===== src/design/bci_pkg.sv =====
// bci_pkg: types, constants and clip helpers for the bicubic interpolator
// depends on: nothing
package bci_pkg;

  localparam int SAMPLE_BITS = 16;
  localparam int FRAC_BITS   = 8;
  localparam int ROW_BITS    = SAMPLE_BITS + 2;
  localparam int ACC_BITS    = ROW_BITS + 3 * FRAC_BITS + 5;
  localparam int RND_SHIFT   = 3 * FRAC_BITS + 1;

  localparam int QDEPTH    = 2;
  localparam int QPTR_BITS = (QDEPTH > 1) ? $clog2(QDEPTH) : 1;

  typedef logic signed [SAMPLE_BITS-1:0] sample_t;
  typedef logic [FRAC_BITS-1:0]          frac_t;
  typedef logic signed [ROW_BITS-1:0]    row_t;
  typedef logic signed [ACC_BITS-1:0]    acc_t;
  typedef logic [1:0]                    row_idx_t;
  typedef logic [QPTR_BITS-1:0]          qptr_t;
  typedef logic [QPTR_BITS:0]            qcnt_t;

  localparam row_idx_t LAST_ROW   = 2'd3;
  localparam qcnt_t    QFULL      = qcnt_t'(QDEPTH);
  localparam qptr_t    QPTR_LAST  = qptr_t'(QDEPTH - 1);
  localparam acc_t     RND_HALF   = acc_t'(1) <<< (3 * FRAC_BITS);
  localparam acc_t     ROW_MAX    = (acc_t'(1) <<< (ROW_BITS - 1)) - acc_t'(1);
  localparam acc_t     ROW_MIN    = ~ROW_MAX;
  localparam acc_t     SAMPLE_MAX = (acc_t'(1) <<< (SAMPLE_BITS - 1)) - acc_t'(1);
  localparam acc_t     SAMPLE_MIN = ~SAMPLE_MAX;

  // one queued row transaction, classified by the front end
  typedef struct packed {
    sample_t [3:0] smp;
    frac_t         fy;
    frac_t         fx;
    row_idx_t      idx;
    logic          last;
  } ent_t;

  typedef struct packed {
    logic valid;
    ent_t ent;
  } bci_q_t;

  typedef struct packed {
    logic       start;
    row_t [3:0] p;
    frac_t      f;
  } cu_req_t;

  typedef struct packed {
    logic done;
    acc_t res;
  } cu_rsp_t;

  typedef struct packed {
    sample_t v;
    logic    hit;
  } sat_t;

  function automatic row_t clip_row(acc_t v);
    row_t r;
    if (v > ROW_MAX) begin
      r = ROW_MAX[ROW_BITS-1:0];
    end else if (v < ROW_MIN) begin
      r = ROW_MIN[ROW_BITS-1:0];
    end else begin
      r = v[ROW_BITS-1:0];
    end
    return r;
  endfunction

  function automatic sat_t clip_smp(acc_t v);
    sat_t r;
    if (v > SAMPLE_MAX) begin
      r.v   = SAMPLE_MAX[SAMPLE_BITS-1:0];
      r.hit = 1'b1;
    end else if (v < SAMPLE_MIN) begin
      r.v   = SAMPLE_MIN[SAMPLE_BITS-1:0];
      r.hit = 1'b1;
    end else begin
      r.v   = v[SAMPLE_BITS-1:0];
      r.hit = 1'b0;
    end
    return r;
  endfunction

endpackage


===== src/design/bci_if.sv =====
// bci_if: valid/ready channel interfaces for row input and result output
// depends on: bci_pkg
interface bci_in_if;
  import bci_pkg::*;
  logic    valid;
  logic    ready;
  sample_t sample_0;
  sample_t sample_1;
  sample_t sample_2;
  sample_t sample_3;
  frac_t   frac_y;
  frac_t   frac_x;

  modport source (output valid, sample_0, sample_1, sample_2, sample_3, frac_y, frac_x,
                  input ready);
  modport sink (input valid, sample_0, sample_1, sample_2, sample_3, frac_y, frac_x,
                output ready);
endinterface

interface bci_out_if;
  import bci_pkg::*;
  logic    valid;
  logic    ready;
  sample_t value;
  logic    saturated;

  modport source (output valid, value, saturated, input ready);
  modport sink (input valid, value, saturated, output ready);
endinterface


===== src/design/bci_cubic.sv =====
// bci_cubic: iterative catmull-rom cubic, horner form on one shared multiplier
// depends on: bci_pkg
module bci_cubic (
  input  logic              clk_i,
  input  logic              rst_ni,
  input  bci_pkg::cu_req_t  req_i,
  output bci_pkg::cu_rsp_t  rsp_o
);
  import bci_pkg::*;

  typedef enum logic [5:0] {
    CU_IDLE = 6'b000001,
    CU_COEF = 6'b000010,
    CU_H1   = 6'b000100,
    CU_H2   = 6'b001000,
    CU_H3   = 6'b010000,
    CU_RND  = 6'b100000
  } cu_state_e;

  cu_state_e state_q, state_d;

  row_t  p_q [4];
  frac_t f_q;
  acc_t  c_q, a_q, b_q, acc_q;
  acc_t  e0, e1, e2, e3, d12;
  acc_t  mul_op, add_op, prod, acc_d, rnd;
  logic signed [FRAC_BITS:0] fs;

  assign e0  = acc_t'(p_q[0]);
  assign e1  = acc_t'(p_q[1]);
  assign e2  = acc_t'(p_q[2]);
  assign e3  = acc_t'(p_q[3]);
  assign d12 = e1 - e2;
  assign fs  = signed'({1'b0, f_q});

  always_comb begin
    case (state_q)
      CU_H1: begin
        mul_op = b_q;
        add_op = a_q <<< FRAC_BITS;
      end
      CU_H2: begin
        mul_op = acc_q;
        add_op = c_q <<< (2 * FRAC_BITS);
      end
      default: begin
        mul_op = acc_q;
        add_op = '0;
      end
    endcase
  end

  assign prod  = acc_t'(mul_op * fs);
  assign acc_d = prod + add_op;
  assign rnd   = (acc_q + RND_HALF) >>> RND_SHIFT;

  assign rsp_o.done = (state_q == CU_RND);
  assign rsp_o.res  = e1 + rnd;

  always_comb begin
    case (state_q)
      CU_IDLE: state_d = req_i.start ? CU_COEF : CU_IDLE;
      CU_COEF: state_d = CU_H1;
      CU_H1:   state_d = CU_H2;
      CU_H2:   state_d = CU_H3;
      CU_H3:   state_d = CU_RND;
      CU_RND:  state_d = CU_IDLE;
      default: state_d = CU_IDLE;
    endcase
  end

  always_ff @(posedge clk_i or negedge rst_ni) begin
    if (!rst_ni) begin
      state_q <= CU_IDLE;
    end else begin
      state_q <= state_d;
    end
  end

  always_ff @(posedge clk_i) begin
    if (state_q == CU_IDLE && req_i.start) begin
      for (int i = 0; i < 4; i++) begin
        p_q[i] <= signed'(req_i.p[i]);
      end
      f_q <= req_i.f;
    end
    if (state_q == CU_COEF) begin
      c_q <= e2 - e0;
      a_q <= (e0 <<< 1) - ((e1 <<< 2) + e1) + (e2 <<< 2) - e3;
      b_q <= ((d12 <<< 1) + d12) + e3 - e0;
    end
    if (state_q == CU_H1 || state_q == CU_H2 || state_q == CU_H3) begin
      acc_q <= acc_d;
    end
  end

endmodule


===== src/design/bci_front.sv =====
// bci_front: accepts row transactions, tags row position, buffers them in a short queue
// depends on: bci_pkg, bci_if
module bci_front (
  input  logic            clk_i,
  input  logic            rst_ni,
  bci_in_if.sink          in_i,
  output bci_pkg::bci_q_t q_o,
  input  logic            pop_i
);
  import bci_pkg::*;

  ent_t     ent_q [QDEPTH];
  qptr_t    wr_ptr_q, rd_ptr_q;
  qcnt_t    cnt_q;
  row_idx_t row_count_q;
  logic     push;
  ent_t     ent_new;

  assign in_i.ready = (cnt_q != QFULL);
  assign push       = in_i.valid && in_i.ready;

  assign q_o.valid = (cnt_q != '0);
  assign q_o.ent   = ent_q[rd_ptr_q];

  always_comb begin
    ent_new.smp  = {in_i.sample_3, in_i.sample_2, in_i.sample_1, in_i.sample_0};
    ent_new.fy   = in_i.frac_y;
    ent_new.fx   = in_i.frac_x;
    ent_new.idx  = row_count_q;
    ent_new.last = (row_count_q == LAST_ROW);
  end

  always_ff @(posedge clk_i or negedge rst_ni) begin
    if (!rst_ni) begin
      wr_ptr_q    <= '0;
      rd_ptr_q    <= '0;
      cnt_q       <= '0;
      row_count_q <= '0;
    end else begin
      if (push) begin
        wr_ptr_q    <= (wr_ptr_q == QPTR_LAST) ? '0 : wr_ptr_q + qptr_t'(1);
        row_count_q <= row_count_q + row_idx_t'(1);
      end
      if (pop_i) begin
        rd_ptr_q <= (rd_ptr_q == QPTR_LAST) ? '0 : rd_ptr_q + qptr_t'(1);
      end
      case ({push, pop_i})
        2'b10:   cnt_q <= cnt_q + qcnt_t'(1);
        2'b01:   cnt_q <= cnt_q - qcnt_t'(1);
        default: cnt_q <= cnt_q;
      endcase
    end
  end

  always_ff @(posedge clk_i) begin
    if (push) begin
      ent_q[wr_ptr_q] <= ent_new;
    end
  end

endmodule


===== src/design/bci_back.sv =====
// bci_back: sequences row and column passes on the cubic unit, holds row values and output
// depends on: bci_pkg, bci_if
module bci_back (
  input  logic             clk_i,
  input  logic             rst_ni,
  input  bci_pkg::bci_q_t  q_i,
  output logic             pop_o,
  output bci_pkg::cu_req_t req_o,
  input  bci_pkg::cu_rsp_t rsp_i,
  bci_out_if.source        out_o
);
  import bci_pkg::*;

  typedef enum logic [4:0] {
    B_IDLE = 5'b00001,
    B_ROW  = 5'b00010,
    B_FST  = 5'b00100,
    B_FIN  = 5'b01000,
    B_HOLD = 5'b10000
  } back_state_e;

  back_state_e state_q, state_d;

  logic     last_q;
  row_idx_t idx_q;
  frac_t    fx_q;
  row_t     rows_q [3];
  row_t     row3_q;
  sat_t     fin_q;
  logic     ov_q;
  sat_t     ov_val_q;
  row_t     row_res;
  sat_t     fin_res;
  logic     out_free;

  assign row_res  = clip_row(rsp_i.res);
  assign fin_res  = clip_smp(rsp_i.res);
  assign out_free = !ov_q || out_o.ready;

  assign pop_o = (state_q == B_IDLE) && q_i.valid;

  always_comb begin
    req_o.start = 1'b0;
    req_o.f     = q_i.ent.fy;
    for (int i = 0; i < 4; i++) begin
      req_o.p[i] = row_t'(signed'(q_i.ent.smp[i]));
    end
    case (state_q)
      B_IDLE: begin
        req_o.start = q_i.valid;
      end
      B_FST: begin
        req_o.start = 1'b1;
        req_o.f     = fx_q;
        req_o.p     = {row3_q, rows_q[2], rows_q[1], rows_q[0]};
      end
      default: begin
        req_o.start = 1'b0;
      end
    endcase
  end

  always_comb begin
    case (state_q)
      B_IDLE:  state_d = q_i.valid ? B_ROW : B_IDLE;
      B_ROW:   state_d = rsp_i.done ? (last_q ? B_FST : B_IDLE) : B_ROW;
      B_FST:   state_d = B_FIN;
      B_FIN:   state_d = rsp_i.done ? B_HOLD : B_FIN;
      B_HOLD:  state_d = out_free ? B_IDLE : B_HOLD;
      default: state_d = B_IDLE;
    endcase
  end

  always_ff @(posedge clk_i or negedge rst_ni) begin
    if (!rst_ni) begin
      state_q <= B_IDLE;
      ov_q    <= 1'b0;
    end else begin
      state_q <= state_d;
      if (state_q == B_HOLD && out_free) begin
        ov_q <= 1'b1;
      end else if (out_o.ready) begin
        ov_q <= 1'b0;
      end
    end
  end

  always_ff @(posedge clk_i) begin
    if (pop_o) begin
      last_q <= q_i.ent.last;
      idx_q  <= q_i.ent.idx;
      fx_q   <= q_i.ent.fx;
    end
    if (state_q == B_ROW && rsp_i.done) begin
      if (last_q) begin
        row3_q <= row_res;
      end else begin
        rows_q[idx_q] <= row_res;
      end
    end
    if (state_q == B_FIN && rsp_i.done) begin
      fin_q <= fin_res;
    end
    if (state_q == B_HOLD && out_free) begin
      ov_val_q <= fin_q;
    end
  end

  assign out_o.valid     = ov_q;
  assign out_o.value     = ov_val_q.v;
  assign out_o.saturated = ov_val_q.hit;

endmodule


===== src/design/bicubic_interpolator_unit.sv =====
// bicubic_interpolator_unit: catmull-rom bicubic interpolator, top level
// depends on: bci_pkg, bci_if, bci_front, bci_cubic, bci_back
//
// Every four row transactions on in_i (four signed samples and frac_y each,
// frac_x taken from the fourth) yield one result on out_o: the rows are
// interpolated along y, then the four row values along x, rounded half up
// and saturated, with saturated set when the value was clipped. All passes
// share one cubic unit with a single multiplier, so a row transaction
// occupies the back end for a row pass and the fourth one for a row pass,
// a column pass and an output load. A two-entry queue lets in_i keep
// accepting while the back end is busy or a result is waiting on out_o.
module bicubic_interpolator_unit (
  input  logic       clk_i,
  input  logic       rst_ni,
  bci_in_if.sink     in_i,
  bci_out_if.source  out_o
);
  import bci_pkg::*;

  bci_q_t  q;
  logic    pop;
  cu_req_t req;
  cu_rsp_t rsp;

  bci_front u_front (
    .clk_i  (clk_i),
    .rst_ni (rst_ni),
    .in_i   (in_i),
    .q_o    (q),
    .pop_i  (pop)
  );

  bci_cubic u_cubic (
    .clk_i  (clk_i),
    .rst_ni (rst_ni),
    .req_i  (req),
    .rsp_o  (rsp)
  );

  bci_back u_back (
    .clk_i  (clk_i),
    .rst_ni (rst_ni),
    .q_i    (q),
    .pop_o  (pop),
    .req_o  (req),
    .rsp_i  (rsp),
    .out_o  (out_o)
  );

endmodule


===== src/flat_wrapper.sv =====
// flat-port wrapper written by rule: the top's interface ports become plain ports
module bicubic_interpolator_unit_flat import bci_pkg::*;
  (clk_i, rst_ni, in_i_valid, in_i_sample_0, in_i_sample_1, in_i_sample_2, in_i_sample_3, in_i_frac_y, in_i_frac_x, in_i_ready, out_o_valid, out_o_value, out_o_saturated, out_o_ready);
  bci_in_if in_i_i ();
  bci_out_if out_o_i ();
  input  logic clk_i;
  input  logic rst_ni;
  input wire logic [$bits(in_i_i.valid)-1:0] in_i_valid;
  input wire logic [$bits(in_i_i.sample_0)-1:0] in_i_sample_0;
  input wire logic [$bits(in_i_i.sample_1)-1:0] in_i_sample_1;
  input wire logic [$bits(in_i_i.sample_2)-1:0] in_i_sample_2;
  input wire logic [$bits(in_i_i.sample_3)-1:0] in_i_sample_3;
  input wire logic [$bits(in_i_i.frac_y)-1:0] in_i_frac_y;
  input wire logic [$bits(in_i_i.frac_x)-1:0] in_i_frac_x;
  output wire logic [$bits(in_i_i.ready)-1:0] in_i_ready;
  output wire logic [$bits(out_o_i.valid)-1:0] out_o_valid;
  output wire logic [$bits(out_o_i.value)-1:0] out_o_value;
  output wire logic [$bits(out_o_i.saturated)-1:0] out_o_saturated;
  input wire logic [$bits(out_o_i.ready)-1:0] out_o_ready;
  assign in_i_i.valid = in_i_valid;
  assign in_i_i.sample_0 = in_i_sample_0;
  assign in_i_i.sample_1 = in_i_sample_1;
  assign in_i_i.sample_2 = in_i_sample_2;
  assign in_i_i.sample_3 = in_i_sample_3;
  assign in_i_i.frac_y = in_i_frac_y;
  assign in_i_i.frac_x = in_i_frac_x;
  assign in_i_ready = in_i_i.ready;
  assign out_o_valid = out_o_i.valid;
  assign out_o_value = out_o_i.value;
  assign out_o_saturated = out_o_i.saturated;
  assign out_o_i.ready = out_o_ready;
  bicubic_interpolator_unit u_core (.clk_i(clk_i), .rst_ni(rst_ni), .in_i(in_i_i), .out_o(out_o_i));
endmodule

===== config.mk =====
export PLATFORM = sky130hd
export DESIGN_NAME = bicubic_interpolator_unit_flat
export DESIGN_NICKNAME = d
export VERILOG_FILES = /design/src/design/bci_pkg.sv /design/src/design/bci_if.sv /design/src/design/bci_cubic.sv /design/src/design/bci_front.sv /design/src/design/bci_back.sv /design/src/design/bicubic_interpolator_unit.sv /design/src/flat_wrapper.sv
export SDC_FILE = /design/constraint.sdc
export NUM_CORES = 2
export LEC_CHECK = 0
export ABC_AREA = 1
export ABC_CLOCK_PERIOD_IN_PS = 13500
export BUFFER_PORTS_ARGS = -buffer_cell sky130_fd_sc_hd__buf_2
export CAP_MARGIN = 20
export CORE_UTILIZATION = 45
export DETAILED_ROUTE_END_ITERATION = 6
export PLACE_DENSITY = 0.63
export SLEW_MARGIN = 0
export SYNTH_ARGS = -nofsm -noshare
export SYNTH_HDL_FRONTEND = slang
export SYNTH_SLANG_ARGS = --single-unit

===== constraint.sdc =====
create_clock -name clk_i -period 13.5 [get_ports clk_i]
set_input_delay 0 -clock clk_i [delete_from_list [all_inputs] [get_ports clk_i]]
set_output_delay 0 -clock clk_i [all_outputs]
set_load 0.03 [all_outputs]

-- Yosys cells after proc, flatten, opt, wreduce, memory -nomap -nowiden
Memory sizes are Yosys's and may differ from the RTL's.
Index checks and enable logic that the tools add are counted.
- $mul: 1
- magnitude comparators: 4
- mux-type cells: 27
- reductions and logical operators: 14
- eq/ne operators: 15
- add/sub/neg operators: 17
- operators by type and width (operator ; count):
    47-bit one-hot mux with 2 select lines ; 1
    80-bit two-way mux ; 1
    47-bit by 26-bit adder with 47-bit output, second input constant ; 1
    47-bit adder ; 1
    47-bit by 9-bit multiplier with 47-bit output ; 1
    47-bit two-way mux ; 1
    18-bit by 18-bit subtractor with 19-bit output ; 2
    18-bit two-way mux ; 2
    6-bit one-hot mux with 5 select lines ; 1
    5-bit one-hot mux with 5 select lines ; 1
    23-bit by 18-bit subtractor with 24-bit output ; 1
    18-bit by 22-bit adder with 23-bit output ; 1
    22-bit by 20-bit adder with 23-bit output ; 1
    23-bit by 16-bit greater-than comparator with 1-bit output, second input constant ; 1
    23-bit by 18-bit greater-than comparator with 1-bit output, second input constant ; 1
    23-bit by 16-bit < comparator with 1-bit output, second input constant ; 1
    23-bit by 18-bit < comparator with 1-bit output, second input constant ; 1
    22-bit by 18-bit subtractor with 23-bit output ; 1
    21-bit by 18-bit adder with 22-bit output ; 1
    19-bit by 21-bit subtractor with 22-bit output ; 1
    20-bit by 18-bit adder with 21-bit output ; 1
    20-bit by 19-bit adder with 21-bit output ; 1
    17-bit two-way mux ; 1
    1-bit two-way mux ; 11
    other kinds (27) ; 42
- logic and storage cells: 101
- RAM bits: 292
- memories kept: 3
- output and inout port bits: 19
- register bits: 226
- memories (memory ; words ; bits a word ; read ports ; clocked after Yosys merged registers in ; write ports ; RTL line ; source):
    u_core.u_front.ent_q ; 2 ; 83 ; 1 ; 0 ; 1 ; bci_front.sv:12 ; ent_t ent_q [QDEPTH];
    u_core.u_cubic.p_q ; 4 ; 18 ; 4 ; 0 ; 4 ; bci_cubic.sv:22 ; row_t p_q [4];
    u_core.u_back.rows_q ; 3 ; 18 ; 3 ; 0 ; 1 ; bci_back.sv:27 ; row_t rows_q [3];

-- Longest topological paths before layout
- word-level depth: 5
- mapped depth: 33
- depth with buffers taken out: 31

-- By module
Synthesis repeated with hierarchy kept, for this count alone.
- cells, all modules: 3943
- area, all modules: 38680.8 µm²
- by module, submodules not included (module ; area each (µm²) ; times used ; cells an instance):
    bci_cubic ; 26450.4 ; 1 ; 3003
    bci_front ; 6436.2 ; 1 ; 470
    bci_back ; 5794.3 ; 1 ; 470

-- Worst setup path before layout
Ideal clock, no wire load.
- path kind: reg2reg
- start point: reg u_core.u_cubic.state_q[2]
- end point: reg u_core.u_cubic.a_q[0], enable pin
- period minus slack after synthesis: 7.627 ns
- slack: 5.873 ns
- required time: 12.844 ns
- path buffers: 0
- stages on the path, launching flop included: 4
- arrival time: 6.971 ns
- cell sequence: dfrtp_1 nor2_1 nand2_1 nor4_1
- longest elaborated chain between the ends: 1
- RTL lines (element ; RTL line ; source):
    from (decl) ; bci_cubic.sv:20 ; cu_state_e state_q, state_d;
    from (signal assigned) ; bci_cubic.sv:76 ; state_q <= state_d;
    6-bit by 2-bit == test with 1-bit output ; bci_cubic.sv:87 ; if (state_q == CU_COEF) begin
    to (signal assigned) ; bci_cubic.sv:89 ; a_q <= (e0 <<< 1) - ((e1 <<< 2) + e1) + (e2 <<< 2) - e3;
    to (decl) ; bci_cubic.sv:24 ; acc_t c_q, a_q, b_q, acc_q;
No other way between the ends.
A chain may end at the register's enable or synchronous reset.

-- Worst setup path in the final report
- start point: reg u_core.u_cubic.state_q[5]
- end point: reg u_core.u_cubic.acc_q[36], data pin
- longest elaborated chain between the ends: 4
- RTL lines (element ; RTL line ; source):
    6-bit by 3-bit == test with 1-bit output ; bci_cubic.sv:37 ; case (state_q)
    47-bit two-way mux ; bci_cubic.sv:37 ;
    47-bit by 9-bit multiplier with 47-bit output ; bci_cubic.sv:53 ; assign prod = acc_t'(mul_op * fs);
    47-bit adder * ; bci_cubic.sv:54 ; assign acc_d = prod + add_op;
    net u_core.u_cubic.acc_d[36] ; bci_cubic.sv:26 ; acc_t mul_op, add_op, prod, acc_d, rnd;
    to (signal assigned) ; bci_cubic.sv:93 ; acc_q <= acc_d;
    to (decl) ; bci_cubic.sv:24 ;
The timed path passes the listed nets; every way through them passes the cells marked *.

==> results.json <==
{
  "initial_core_util_pct": 45.4,
  "n_antenna_cell": 0,
  "drv_cap": 0,
  "synth-edff-count": 476,
  "die_y_um": 292,
  "crit_path_end_kind": "register",
  "relSlewSlack_pct": 27.7,
  "period_share_pct": 54.6,
  "final-setup-viol-count": 0,
  "antenna_found_initial": 1,
  "dieWidth_um": 292,
  "ys_warn_count": 0,
  "period_needed_ps": 7370,
  "hold_violations": 0,
  "grt_overflow_total": 0,
  "wl_per_cell_um": 18.5,
  "syn_nets": 4612,
  "final_cell_mix": "793 x nand2_1, 718 x inv_1, 476 x edfxtp_1, 414 x nor2_1, 382 x fa_1",
  "clock_path_buffers": 3,
  "fillCellCount": 7673,
  "wirelength_um": 96900,
  "drt_iter0_drc": 2008,
  "ys_types": 53,
  "vias": 26900,
  "core-area_um2": 83600,
  "yosysSeqAreaShare_pct": 38.9,
  "r2r.worst_path.cells": 27,
  "tightest_slew_ps": 1090,
  "final_nets": 4792,
  "max_freq_mhz": 136,
  "clk_pin_slew_ps": 60,
  "dieArea_um2": 85400,
  "synth_top_area_share_pct": 37.7,
  "synth_area_um2": 37900,
  "r2r-end": "u_core.u_cubic.acc_q[36]",
  "via_per_inst": 5.13,
  "synth_flop_cell": "edfxtp_1",
  "port_buffers": 102,
  "finalClockSkew_ps": 45.3,
  "holdPathEnd": "u_core.u_front.ent_q[0][63]",
  "whs_path_depth": 2,
  "postSynthCellCount": 3938,
  "arrival_ps": 7690,
  "yosys_register_bits": 494,
  "grt_pass1_vias": 27600,
  "synthToLayoutAreaGrowth_pct": 11.2,
  "grt_use_total_pct": 23.4,
  "clock-sinks": 494,
  "drv_slew": 0,
  "hpwlAfterDp_um": 76000,
  "min-delay-start": "in_i_sample_2[12]",
  "first_pass_iters": 5,
  "cpMaxStageDelayCell": "fa_1",
  "async_reset_ff_share_pct": 3.64,
  "setup.worst_path.class": "reg2reg",
  "drive_above_1_share_pct": 7.24,
  "ios": 103,
  "rsz0062_at_grt": "no",
  "postRouteAntennaNets": 0,
  "grt_max_degree": 83,
  "cts_tree": "yes",
  "place_congestion": 0.941,
  "postSynthAreaPerCell_um2": 9.62,
  "crit_path_max_fanout": 45,
  "register_area_um2": 14700,
  "hp-class": "in2reg",
  "critPathTopFamily": "adder cells",
  "slowest_delay_ps": 540,
  "layout_commonest_cell": "nand2_1",
  "r2r_start": "u_core.u_cubic.state_q[5]",
  "grt_pass1_wl_um": 154000,
  "cts_root_buffer": "clkbuf_16",
  "rrSetupSlack_ps": 6130,
  "cts_made_buffers": 50,
  "htreeDepth": 2,
  "setup_tns_ps": 0,
  "ctsResizeCount": 0,
  "rows": 106,
  "insertion_delay_ps": 620,
  "multi_input_area_um2": 20100,
  "critPathLaunchType": "register",
  "run_status": "complete, no violations",
  "synthTopCellsByArea": "edfxtp_1 38%, fa_1 20%, nand2_1 7.9%",
  "critPathBufInv": 7,
  "cp_data_required_time_ps": 13820,
  "yosysTopAreaCell": "edfxtp_1",
  "drc_errors": 0,
  "path_depth": 27
}
==> registers in the layout, indices dropped and copies added, names as in the netlist <==
| signal | cells |
|---|---|
| u_core.u_back.last_q | 1 |
| u_core.u_cubic.a_q | 24 |
| u_core.u_back.out_o.saturated | 1 |
| u_core.u_back.state_q | 5 |
| u_core.u_front.rd_ptr_q | 1 |
| u_core.u_front.ent_q | 166 |
| u_core.u_cubic.p_q | 72 |
| u_core.u_back.rows_q | 54 |
| u_core.u_back.out_o.valid | 1 |
| u_core.u_back.out_o.value | 16 |
| u_core.u_back.fx_q | 8 |
| u_core.u_cubic.f_q | 8 |
| u_core.u_cubic.c_q | 19 |
| u_core.u_back.idx_q | 2 |
| u_core.u_cubic.state_q | 6 |
| u_core.u_front.cnt_q | 2 |
| u_core.u_back.fin_q | 17 |
| u_core.u_cubic.b_q | 23 |
| u_core.u_cubic.acc_q | 47 |
| u_core.u_back.row3_q | 18 |
| u_core.u_front.wr_ptr_q | 1 |
| u_core.u_front.row_count_q | 2 |
==> Yosys cell counts (all sizes together), types with 4 or more instances <==
cell type	instances
dfrtp	16
buf	16
a21oi	163
or2	23
inv	726
a22o	15
o21a	13
nor2	430
ha	208
nor4	15
nand4	31
a21o	12
and3	4
o21bai	11
nand3	102
xor2	87
o211ai	6
fa	382
edfxtp	476
a21boi	4
nor3	27
o221ai	4
o21ai	132
clkbuf	71
a31oi	86
xnor2	54
nand2	807
==> worst max path at each step <==
stage	from	slack, ps	endpoint
3_3_place_gp	u_core.u_cubic.state_q[5]	6200	u_core.u_cubic.acc_q[36]
6_report	u_core.u_cubic.state_q[5]	6130	u_core.u_cubic.acc_q[36]
2_1_floorplan	u_core.u_cubic.state_q[2]	5870	u_core.u_cubic.a_q[0]
5_1_grt	u_core.u_cubic.state_q[0]	5800	u_core.u_cubic.acc_q[31]
3_5_place_dp	u_core.u_cubic.state_q[5]	6230	u_core.u_cubic.acc_q[36]
4_1_cts	u_core.u_cubic.state_q[5]	6130	u_core.u_cubic.acc_q[36]
==> through the flow <==
stage | std cells | utilization, % | setup slack, ps | instance area (µm²) | hold WS [ps]
final | 5239 | 50.5 | 6130 | 42200 | 104
after global routing | 5239 | 50.5 | 5800 | 42200 | 87.6
after CTS | 5239 | 50.5 | 6130 | 42200 | 66.0
after detailed placement | 5061 | 47.5 | 6230 | 39700 | -25.7
after global placement | 5061 | 47.5 | 6200 | 39700 | -27.2
after floorplan | 3938 | - | 5870 | 37900 | -296
==> kinds of logic (layout without fill, tap and decap cells) <==
logic type               Yosys count  in the layout  synth area share (%)
AND/OR/NAND/NOR                 1445           1445                  15.6
AO/OA/AOI/OAI                    454            454                  6.99
flip-flops                       494            494                  38.9
buffers and inverters            813           1034                  8.17
multiplexers                       1              1                0.0297
XOR/XNOR                         141            141                  3.26
adder cells (fa/ha/maj)          590            590                  27.0
==> routing by layer <==
metal,wire length [µm],GRT usage [%],part of all wire [%],vias to the layer above
li1,-,-,-,13000
met5,0,0,0,-
met4,3510,8.11,3.6,0
met1,43400,32.5,45,13000
met3,4820,2.33,5.0,122
met2,45200,38.2,47,752
==> worst reg2reg max path: cells and delay by family (launching register included) <==
kind | cells | cell delay (ps)
and+or+nand+nor | 8 | 1040
buffers and inverters | 7 | 1050
adders and majority gates | 6 | 2930
AOI/OAI and AO/OA | 6 | 1610
DFF | 1 | 450
==> area by class of cell <==
type	count	area share, %
Multi-Input combinational cell	2631	47.7
Sequential cell	494	35.0
Inverter	726	6.46
Timing Repair Buffer	215	3.73
Tap cell	1080	3.21
Clock buffer	58	3.13
Clock inverter	35	0.772
==> what timing repair did <==
action	4_1_cts	5_1_grt
hold buffers	85	0
buffers inserted	0	0
hold endpoints to repair	183	0
Power is not shown: default switching activity piles up to over one toggle a cycle in this logic, so the estimate is an artifact.
